File: src/rtl/esu_pkg.sv
package esu_pkg;

  localparam int unsigned MAX_RESULTS = 3;
  localparam int unsigned OCT_W       = 9;
  localparam int unsigned HACC_W      = 16;

  localparam logic [7:0] CH_BACKSLASH = 8'h5C;
  localparam logic [7:0] CH_CARET     = 8'h5E;
  localparam logic [7:0] CH_QUESTION  = 8'h3F;
  localparam logic [7:0] CH_ZERO      = 8'h30;
  localparam logic [7:0] CH_SEVEN     = 8'h37;
  localparam logic [7:0] CH_NINE      = 8'h39;
  localparam logic [7:0] CH_LOW       = 8'h20;
  localparam logic [7:0] CH_HIGH      = 8'h7E;
  localparam logic [7:0] CH_E         = 8'h45;
  localparam logic [7:0] CH_B         = 8'h62;
  localparam logic [7:0] CH_F         = 8'h66;
  localparam logic [7:0] CH_N         = 8'h6E;
  localparam logic [7:0] CH_R         = 8'h72;
  localparam logic [7:0] CH_T         = 8'h74;
  localparam logic [7:0] CH_U         = 8'h75;

  localparam logic [7:0] CODE_ESC = 8'h1B;
  localparam logic [7:0] CODE_BS  = 8'h08;
  localparam logic [7:0] CODE_FF  = 8'h0C;
  localparam logic [7:0] CODE_LF  = 8'h0A;
  localparam logic [7:0] CODE_CR  = 8'h0D;
  localparam logic [7:0] CODE_TAB = 8'h09;
  localparam logic [7:0] CODE_DEL = 8'h7F;
  localparam logic [7:0] CTRL_MASK = 8'h1F;

  localparam logic [7:0] UTF8_LEAD2 = 8'hC0;
  localparam logic [7:0] UTF8_LEAD3 = 8'hE0;
  localparam logic [7:0] UTF8_CONT  = 8'h80;

  typedef struct packed {
    logic [MAX_RESULTS-1:0][7:0] data;
    logic [1:0]                  count;
  } burst_t;

endpackage

File: src/rtl/esu_if.sv
interface esu_in_if;
  logic       valid;
  logic       ready;
  logic [7:0] in_byte;

  modport source (output valid, output in_byte, input ready);
  modport sink (input valid, input in_byte, output ready);
endinterface

interface esu_out_if;
  logic       valid;
  logic       ready;
  logic [7:0] out_byte;
  logic       last_of_run;

  modport source (output valid, output out_byte, output last_of_run, input ready);
  modport sink (input valid, input out_byte, input last_of_run, output ready);
endinterface

File: src/rtl/escape_sequence_unescaper.sv
// Escape-sequence unescaper: printable escaped text in, raw bytes out.
// in_ch carries one in_byte per transaction; out_ch carries out_byte with
// last_of_run set on the final byte that one input byte produced. Input
// bytes outside 0x20..0x7E and bytes that only advance an escape produce
// nothing. wr_en/wr_data write utf8_enable, which turns on the \u escape;
// write it only while no transaction is in flight.
// An accepted input byte is held in the input register; from there its
// output bytes load into the output burst register, which drives out_ch.
// Throughput: one input byte per cycle while each yields at most one output
// byte and the receiver is ready; an input byte yielding more than one byte
// (octal end, UTF-8) holds the output register until all are taken, and
// input holds off after one more byte is buffered.
// Reset clears the parser to plain text, utf8_enable to 0 and empties both
// the input register and the output burst.
// When the receiver stalls, the output burst holds and the input register
// fills, then in_ch.ready drops until the burst drains.
module escape_sequence_unescaper #(
  parameter int unsigned HEX_DIGITS = 4
) (
  input  logic      clk,
  input  logic      rst,
  esu_in_if.sink    in_ch,
  esu_out_if.source out_ch,
  input  logic      wr_en,
  input  logic      wr_data
);

  logic            utf8_enable;
  logic            burst_free;
  esu_pkg::burst_t load;

  always_ff @(posedge clk) begin
    if (rst) begin
      utf8_enable <= 1'b0;
    end else if (wr_en) begin
      utf8_enable <= wr_data;
    end
  end

  esu_decode #(
    .HEX_DIGITS(HEX_DIGITS)
  ) u_decode (
    .clk         (clk),
    .rst         (rst),
    .in_ch       (in_ch),
    .utf8_enable (utf8_enable),
    .burst_free  (burst_free),
    .load        (load)
  );

  esu_burst u_burst (
    .clk        (clk),
    .rst        (rst),
    .load       (load),
    .burst_free (burst_free),
    .out_ch     (out_ch)
  );

endmodule

File: src/rtl/esu_decode.sv
module esu_decode #(
  parameter int unsigned HEX_DIGITS = 4
) (
  input  logic            clk,
  input  logic            rst,
  esu_in_if.sink          in_ch,
  input  logic            utf8_enable,
  input  logic            burst_free,
  output esu_pkg::burst_t load
);

  localparam int unsigned CW = $clog2(HEX_DIGITS + 1);

  typedef enum logic [2:0] {
    M_PLAIN = 3'd0,
    M_BSL   = 3'd1,
    M_CARET = 3'd2,
    M_OCT1  = 3'd3,
    M_OCT2  = 3'd4,
    M_OCT3  = 3'd5,
    M_UNI   = 3'd6
  } mode_t;

  mode_t                            mode;
  mode_t                            mode_next;
  logic [esu_pkg::OCT_W-1:0]        oacc;
  logic [esu_pkg::OCT_W-1:0]        oacc_next;
  logic [CW-1:0]                    hcnt;
  logic [CW-1:0]                    hcnt_next;
  logic [CW-1:0]                    hcnt_inc;
  logic [esu_pkg::HACC_W-1:0]       hacc;
  logic [esu_pkg::HACC_W-1:0]       hacc_next;
  logic [esu_pkg::HACC_W-1:0]       hacc_shift;
  logic [7:0]                       byte_q;
  logic                             full;
  logic                             fire;
  logic                             is_oct;
  logic                             is_dec;
  logic                             printable;
  logic [7:0]                       mapped;
  esu_pkg::burst_t                  res;

  assign fire        = full && burst_free;
  assign in_ch.ready = !full || burst_free;
  assign is_oct      = (byte_q >= esu_pkg::CH_ZERO) && (byte_q <= esu_pkg::CH_SEVEN);
  assign is_dec      = (byte_q >= esu_pkg::CH_ZERO) && (byte_q <= esu_pkg::CH_NINE);
  assign printable   = (byte_q >= esu_pkg::CH_LOW) && (byte_q <= esu_pkg::CH_HIGH);
  assign hacc_shift  = {hacc[esu_pkg::HACC_W-5:0], byte_q[3:0]};
  assign hcnt_inc    = hcnt + CW'(1);

  always_comb begin
    case (byte_q)
      esu_pkg::CH_E:        mapped = esu_pkg::CODE_ESC;
      esu_pkg::CH_B:        mapped = esu_pkg::CODE_BS;
      esu_pkg::CH_F:        mapped = esu_pkg::CODE_FF;
      esu_pkg::CH_N:        mapped = esu_pkg::CODE_LF;
      esu_pkg::CH_R:        mapped = esu_pkg::CODE_CR;
      esu_pkg::CH_T:        mapped = esu_pkg::CODE_TAB;
      esu_pkg::CH_QUESTION: mapped = esu_pkg::CODE_DEL;
      default:              mapped = byte_q;
    endcase
  end

  always_comb begin
    mode_next = mode;
    oacc_next = oacc;
    hcnt_next = hcnt;
    hacc_next = hacc;
    res       = '0;
    if (printable) begin
      case (mode)
        M_PLAIN: begin
          if (byte_q == esu_pkg::CH_BACKSLASH) begin
            mode_next = M_BSL;
          end else if (byte_q == esu_pkg::CH_CARET) begin
            mode_next = M_CARET;
          end else begin
            res.data[0] = byte_q;
            res.count   = 2'd1;
          end
        end
        M_BSL: begin
          mode_next = M_PLAIN;
          if (mapped == byte_q && byte_q == esu_pkg::CH_U && utf8_enable) begin
            mode_next = M_UNI;
            hcnt_next = '0;
            hacc_next = '0;
          end else if (mapped == byte_q && is_oct) begin
            mode_next = M_OCT1;
            oacc_next = {{(esu_pkg::OCT_W-3){1'b0}}, byte_q[2:0]};
          end else begin
            res.data[0] = mapped;
            res.count   = 2'd1;
          end
        end
        M_CARET: begin
          mode_next   = M_PLAIN;
          res.data[0] = (byte_q == esu_pkg::CH_QUESTION) ? esu_pkg::CODE_DEL
                                                          : (byte_q & esu_pkg::CTRL_MASK);
          res.count   = 2'd1;
        end
        M_OCT1, M_OCT2, M_OCT3: begin
          if (is_oct && mode != M_OCT3) begin
            oacc_next = {oacc[esu_pkg::OCT_W-4:0], byte_q[2:0]};
            mode_next = (mode == M_OCT1) ? M_OCT2 : M_OCT3;
          end else begin
            mode_next   = M_PLAIN;
            res.data[0] = oacc[7:0];
            res.count   = 2'd1;
            if (byte_q == esu_pkg::CH_BACKSLASH) begin
              mode_next = M_BSL;
            end else if (byte_q == esu_pkg::CH_CARET) begin
              mode_next = M_CARET;
            end else begin
              res.data[1] = byte_q;
              res.count   = 2'd2;
            end
          end
        end
        M_UNI: begin
          if (is_dec) begin
            hacc_next = hacc_shift;
            hcnt_next = hcnt_inc;
            if (hcnt_inc >= CW'(HEX_DIGITS)) begin
              mode_next = M_PLAIN;
              hcnt_next = '0;
              if (hacc_shift[15:7] == '0) begin
                res.data[0] = hacc_shift[7:0];
                res.count   = 2'd1;
              end else if (hacc_shift[15:11] == '0) begin
                res.data[0] = esu_pkg::UTF8_LEAD2 | {3'b000, hacc_shift[10:6]};
                res.data[1] = esu_pkg::UTF8_CONT | {2'b00, hacc_shift[5:0]};
                res.count   = 2'd2;
              end else begin
                res.data[0] = esu_pkg::UTF8_LEAD3 | {4'b0000, hacc_shift[15:12]};
                res.data[1] = esu_pkg::UTF8_CONT | {2'b00, hacc_shift[11:6]};
                res.data[2] = esu_pkg::UTF8_CONT | {2'b00, hacc_shift[5:0]};
                res.count   = 2'd3;
              end
            end
          end
        end
        default: begin
          mode_next = M_PLAIN;
        end
      endcase
    end
  end

  assign load = fire ? res : '0;

  always_ff @(posedge clk) begin
    if (rst) begin
      mode <= M_PLAIN;
      oacc <= '0;
      hcnt <= '0;
      hacc <= '0;
      full <= 1'b0;
    end else begin
      if (fire) begin
        mode <= mode_next;
        oacc <= oacc_next;
        hcnt <= hcnt_next;
        hacc <= hacc_next;
      end
      if (in_ch.valid && in_ch.ready) begin
        full <= 1'b1;
      end else if (fire) begin
        full <= 1'b0;
      end
    end
  end

  always_ff @(posedge clk) begin
    if (in_ch.valid && in_ch.ready) begin
      byte_q <= in_ch.in_byte;
    end
  end

  a_hcnt_bound: assert property (@(posedge clk) disable iff (rst)
    (mode == M_UNI) |-> (hcnt < CW'(HEX_DIGITS)))
    else $error("digit count reached limit inside escape");

  a_idle_no_load: assert property (@(posedge clk) disable iff (rst)
    !full |-> (load.count == 2'd0))
    else $error("load without buffered transaction");

endmodule

File: src/rtl/esu_burst.sv
module esu_burst (
  input  logic            clk,
  input  logic            rst,
  input  esu_pkg::burst_t load,
  output logic            burst_free,
  esu_out_if.source       out_ch
);

  logic [esu_pkg::MAX_RESULTS-1:0][7:0] data;
  logic [1:0]                           cnt;
  logic [1:0]                           idx;
  logic                                 take;
  logic                                 is_last;

  assign is_last            = (idx == cnt - 2'd1);
  assign take               = out_ch.valid && out_ch.ready;
  assign burst_free         = (cnt == 2'd0) || (take && is_last);
  assign out_ch.valid       = (cnt != 2'd0);
  assign out_ch.out_byte    = data[idx];
  assign out_ch.last_of_run = is_last;

  always_ff @(posedge clk) begin
    if (rst) begin
      cnt <= 2'd0;
      idx <= 2'd0;
    end else if (burst_free) begin
      cnt <= load.count;
      idx <= 2'd0;
    end else if (take) begin
      idx <= idx + 2'd1;
    end
  end

  always_ff @(posedge clk) begin
    if (burst_free) begin
      data <= load.data;
    end
  end

  a_idx_in_range: assert property (@(posedge clk) disable iff (rst)
    (cnt != 2'd0) |-> (idx < cnt))
    else $error("burst index past count");

  a_load_when_free: assert property (@(posedge clk) disable iff (rst)
    (load.count != 2'd0) |-> burst_free)
    else $error("burst loaded while still draining");

  a_reset_empty: assert property (@(posedge clk)
    rst |=> (cnt == 2'd0))
    else $error("burst not empty after reset");

endmodule

File: src/flat_wrapper.sv
// flat-port wrapper written by rule: the top's interface ports become plain ports
module escape_sequence_unescaper_flat 
#(
  parameter int unsigned HEX_DIGITS = 4
)
  (clk, rst, wr_en, wr_data, in_ch_valid, in_ch_in_byte, in_ch_ready, out_ch_valid, out_ch_out_byte, out_ch_last_of_run, out_ch_ready);
  esu_in_if in_ch_i ();
  esu_out_if out_ch_i ();
  input  logic clk;
  input  logic rst;
  input  logic wr_en;
  input  logic wr_data;
  input wire logic [$bits(in_ch_i.valid)-1:0] in_ch_valid;
  input wire logic [$bits(in_ch_i.in_byte)-1:0] in_ch_in_byte;
  output wire logic [$bits(in_ch_i.ready)-1:0] in_ch_ready;
  output wire logic [$bits(out_ch_i.valid)-1:0] out_ch_valid;
  output wire logic [$bits(out_ch_i.out_byte)-1:0] out_ch_out_byte;
  output wire logic [$bits(out_ch_i.last_of_run)-1:0] out_ch_last_of_run;
  input wire logic [$bits(out_ch_i.ready)-1:0] out_ch_ready;
  assign in_ch_i.valid = in_ch_valid;
  assign in_ch_i.in_byte = in_ch_in_byte;
  assign in_ch_ready = in_ch_i.ready;
  assign out_ch_valid = out_ch_i.valid;
  assign out_ch_out_byte = out_ch_i.out_byte;
  assign out_ch_last_of_run = out_ch_i.last_of_run;
  assign out_ch_i.ready = out_ch_ready;
  escape_sequence_unescaper #(.HEX_DIGITS(HEX_DIGITS)) u_core (.clk(clk), .rst(rst), .in_ch(in_ch_i), .out_ch(out_ch_i), .wr_en(wr_en), .wr_data(wr_data));
endmodule
File: config.mk
export PLATFORM = sky130hd
export DESIGN_NAME = escape_sequence_unescaper_flat
export DESIGN_NICKNAME = d
export VERILOG_FILES = /design/src/rtl/esu_pkg.sv /design/src/rtl/esu_if.sv /design/src/rtl/escape_sequence_unescaper.sv /design/src/rtl/esu_decode.sv /design/src/rtl/esu_burst.sv /design/src/flat_wrapper.sv
export SDC_FILE = /design/constraint.sdc
export NUM_CORES = 1
export LEC_CHECK = 0
export BUFFER_PORTS_ARGS = -buffer_cell sky130_fd_sc_hd__buf_4
export CORE_MARGIN = 10
export CORE_UTILIZATION = 40
export CTS_BUF_LIST = sky130_fd_sc_hd__clkbuf_8 sky130_fd_sc_hd__clkbuf_16
export CTS_CLUSTER_DIAMETER = 30
export DETAILED_ROUTE_END_ITERATION = 10
export PLACE_DENSITY = 0.59
export SYNTH_ARGS = -nofsm -noshare
export SYNTH_HDL_FRONTEND = slang
export SYNTH_SLANG_ARGS = --single-unit
File: constraint.sdc
create_clock -name clk -period 4.5 [get_ports clk]
set_input_delay 0.45 -clock clk [delete_from_list [all_inputs] [get_ports clk]]
set_output_delay 0.45 -clock clk [all_outputs]
set_load 0.05 [all_outputs]
==> flow_metrics.py <==
metrics = {
    "place": {
        "gp_routability_congestion": 0.9077,
        "hpwl_um": 6631,
        "post_dp_cell_area_um2": 3699,
        "portBuffers": 24,
    },
    "global_route": {
        "grt_max_degree": 25,
        "grt_pass1_wl_um": 15590,
        "grt_pass1_vias": 2969,
        "grt_overflow": 0,
        "antenna_found_initial": 0,
        "grt_usage": 0.1486,
    },
    "die": {
        "core_um2": 8593,
        "dieHeight_um": 113.4,
        "die_area_um2": 12860,
        "start_util": 0.4062,
        "fp-row-count": 34,
        "die_width_um": 113.4,
        "num_io_pins": 25,
    },
    "route": {
        "drt_iter0_drc": 305,
        "routed_via_density": 6.006,
        "dr.pass1.iters": 5,
        "drt-total-wl_um": 9396,
        "wire_per_inst_um": 18.64,
        "ant_nets": 0,
        "vias": 3027,
        "drc": 0,
    },
    "synthesis": {
        "avgSynthCellArea_um2": 9.186,
        "synthArstFlopShare": 0,
        "syn_area_um2": 3491,
        "synth_edf_count": 31,
        "seq_area_frac_synth": 0.4502,
        "ys_warn_count": 0,
        "post-synth-top-area-fraction": 0.2667,
        "syn-num-nets": 396,
        "synth_cells": 380,
        "yosys.area.top_type": "edfxtp_1",
        "ys_ff_latch": 63,
        "synth_area_leaders": "edfxtp_1 27%, dfxtp_1 18%, a21oi_1 4.3%",
        "synthFlopType": "dfxtp_1",
        "yosysUniqueCellTypes": 65,
    },
    "power_and_ir_drop": {
        "vdd_drop_max_mv": 0.1147,
        "p_leak_uw": 0.001386,
        "power_density_nw_per_um2": 289.5,
        "power_uw": 1118,
    },
    "status": {
        "status": "finished clean",
    },
    "clocking": {
        "cts_sinks": 63,
        "clock_latency_ps": 350,
        "cts-root-buf": "clkbuf_8",
        "ctsHoldBuffers": 0,
        "clockBufferDepth": 2,
        "htreeDepth": 3,
        "numCtsBuffers": 9,
        "postCtsSetupRepairBufs": 0,
        "post_cts_resized": 0,
        "clkTransAtPathRegs_ps": 80,
        "cts_tree": "yes",
    },
    "timing": {
        "hold_slack_ps": 273.3,
        "finClkSkew_ps": 10.38,
        "finalSetupTns_ps": 0,
        "relSlewSlack": 0.2673,
        "fin_crit_sh": 0.6133,
        "max_freq_mhz": 362.4,
        "hold_viol_final": 0,
        "max_slew.worst_pin.slew_ps": 1094,
        "period_needed_ps": 2760,
        "setup_viol": 0,
        "rsz0062_at_grt": "no",
        "finalMaxSlewViolations": 0,
    },
    "worst_setup_path": {
        "crit_arrival_ps": 3040,
        "crit_path_max_incr_delay_ps": 590,
        "path_max_fanout": 19,
        "critPathKind": "reg -> reg",
        "startpoint_type": "flop",
        "cp_num_buf_inv": 1,
        "path_cells": "inv_1 -> ha_1 -> xnor2_1 -> nor2_1 -> o221a_2 -> nand2_1 -> nor3_2 -> a22o_1",
        "cp-end-kind": "flop",
        "required_ps": 4780,
        "critPathSlowestCell": "nor3_2",
        "crit_family": "simple AND/OR/NAND/NOR gates",
    },
    "min_path": {
        "hold_class": "in -> reg",
    },
    "finish": {
        "design_area_um2": 3862,
        "fillCellCount": 835,
        "antenna_cells": 0,
        "layout-drive-gt1-share": 0.1288,
        "area_delta_synth_final_pct": 10.65,
        "final_util": 0.4495,
        "nets": 407,
    },
    "flow_run": {
        "drv_cap": 0,
    },
}
routing by layer:
metal  track usage  routed length [um]  vias up
met5             0                   0        -
li1              -                   -     1447
met2        0.2235                4209      128
met3       0.03727                 639       26
met1        0.1936                4257     1426
met4       0.07360                 291        0
power by group:
group	total, uW	switching (uW)	internal [uW]
Combinational	72.1	44.4	27.7
Sequential	632	19.3	612
Clock	414	221	193
Total	1120	285	833
synthesized netlist by cell type (5+ instances only):
| master | number |
|---|---|
| edfxtp_1 | 31 |
| dfxtp_1 | 32 |
| nor3_1 | 11 |
| and3_1 | 7 |
| nand2b_1 | 6 |
| nand3_1 | 6 |
| nand3b_1 | 11 |
| a22o_1 | 14 |
| buf_2 | 11 |
| and2_1 | 5 |
| nand2_1 | 40 |
| o21ai_0 | 28 |
| clkbuf_1 | 12 |
| mux2i_1 | 15 |
| nor2_1 | 34 |
| a21oi_1 | 30 |
| inv_1 | 7 |
worst register-to-register path, delay by kind of cell (launching register included):
family          cells  cell delay (ps)
flops               1              350
compound gates      2              730
simple gates        3             1120
fa+ha+maj           1              300
buf+inv             1               70
xor+xnor            1              120
final timing paths:
path,start,slack (ps),end,cells after the start
setup / recovery,u_core.u_burst.cnt[0]$_SDFFE_PP0P_,1740,u_core.u_decode.hacc[0]$_SDFFE_PP0P_,8
hold / removal,in_ch_in_byte[2],270,u_core.u_decode.byte_q[2]$_DFFE_PP_,1
setup reg to reg,u_core.u_burst.cnt[0]$_SDFFE_PP0P_,1740,u_core.u_decode.hacc[0]$_SDFFE_PP0P_,8
hold reg to reg,u_core.u_decode.hcnt[1]$_SDFFE_PP0P_,460,u_core.u_decode.hcnt[1]$_SDFFE_PP0P_,2
metrics by stage:
step	std cells	worst slack [ps]
after floorplan	380	1575
after global placement	488	1776
after detailed placement	488	1784
after CTS	504	1746
after global routing	504	1408
final	504	1740
cell usage in the layout, fill, tap and decap left out, types with 14 or more instances in the layout:
master    count
nand2_1      40
nor2_1       34
dfxtp_1      32
edfxtp_1     31
a21oi_1      30
o21ai_0      28
buf_4        24
mux2i_1      15
a22o_1       14
cells by family after synthesis:
group                      Yosys count  share of synthesized area
AOI/OAI and AO/OA                  111                     0.2082
buffers and inverters               31                    0.03835
xor gates and xnor gates             4                    0.01004
adders and majority gates            2                   0.007167
DFF                                 63                     0.4502
and+or+nand+nor                    153                     0.2398
muxes                               16                    0.04624
registers in the layout (all words and copies together) (netlist names):
name,flops
u_core.u_burst.data,23
u_core.u_decode.hacc,12
u_core.u_decode.byte_q,8
u_core.u_decode.oacc,8
u_core.u_decode.hcnt,3
u_core.u_decode.mode,3
u_core.u_burst.cnt,2
u_core.u_burst.idx,2
u_core.u_decode.full,1
u_core.utf8_enable,1
cell type report:
| cell class | count | area (um2) | share of cell area |
|---|---|---|---|
| Clock inverter | 7 | 40.04 | 0.01037 |
| Inverter | 7 | 26.28 | 0.006803 |
| Clock buffer | 9 | 123.9 | 0.03207 |
| Timing Repair Buffer | 24 | 180.2 | 0.04665 |
| Tap cell | 108 | 135.1 | 0.03499 |
| Multi-Input combinational cell | 286 | 1785 | 0.4623 |
| Sequential cell | 63 | 1572 | 0.4069 |
Note: power is estimated with default switching activity, not from simulation.
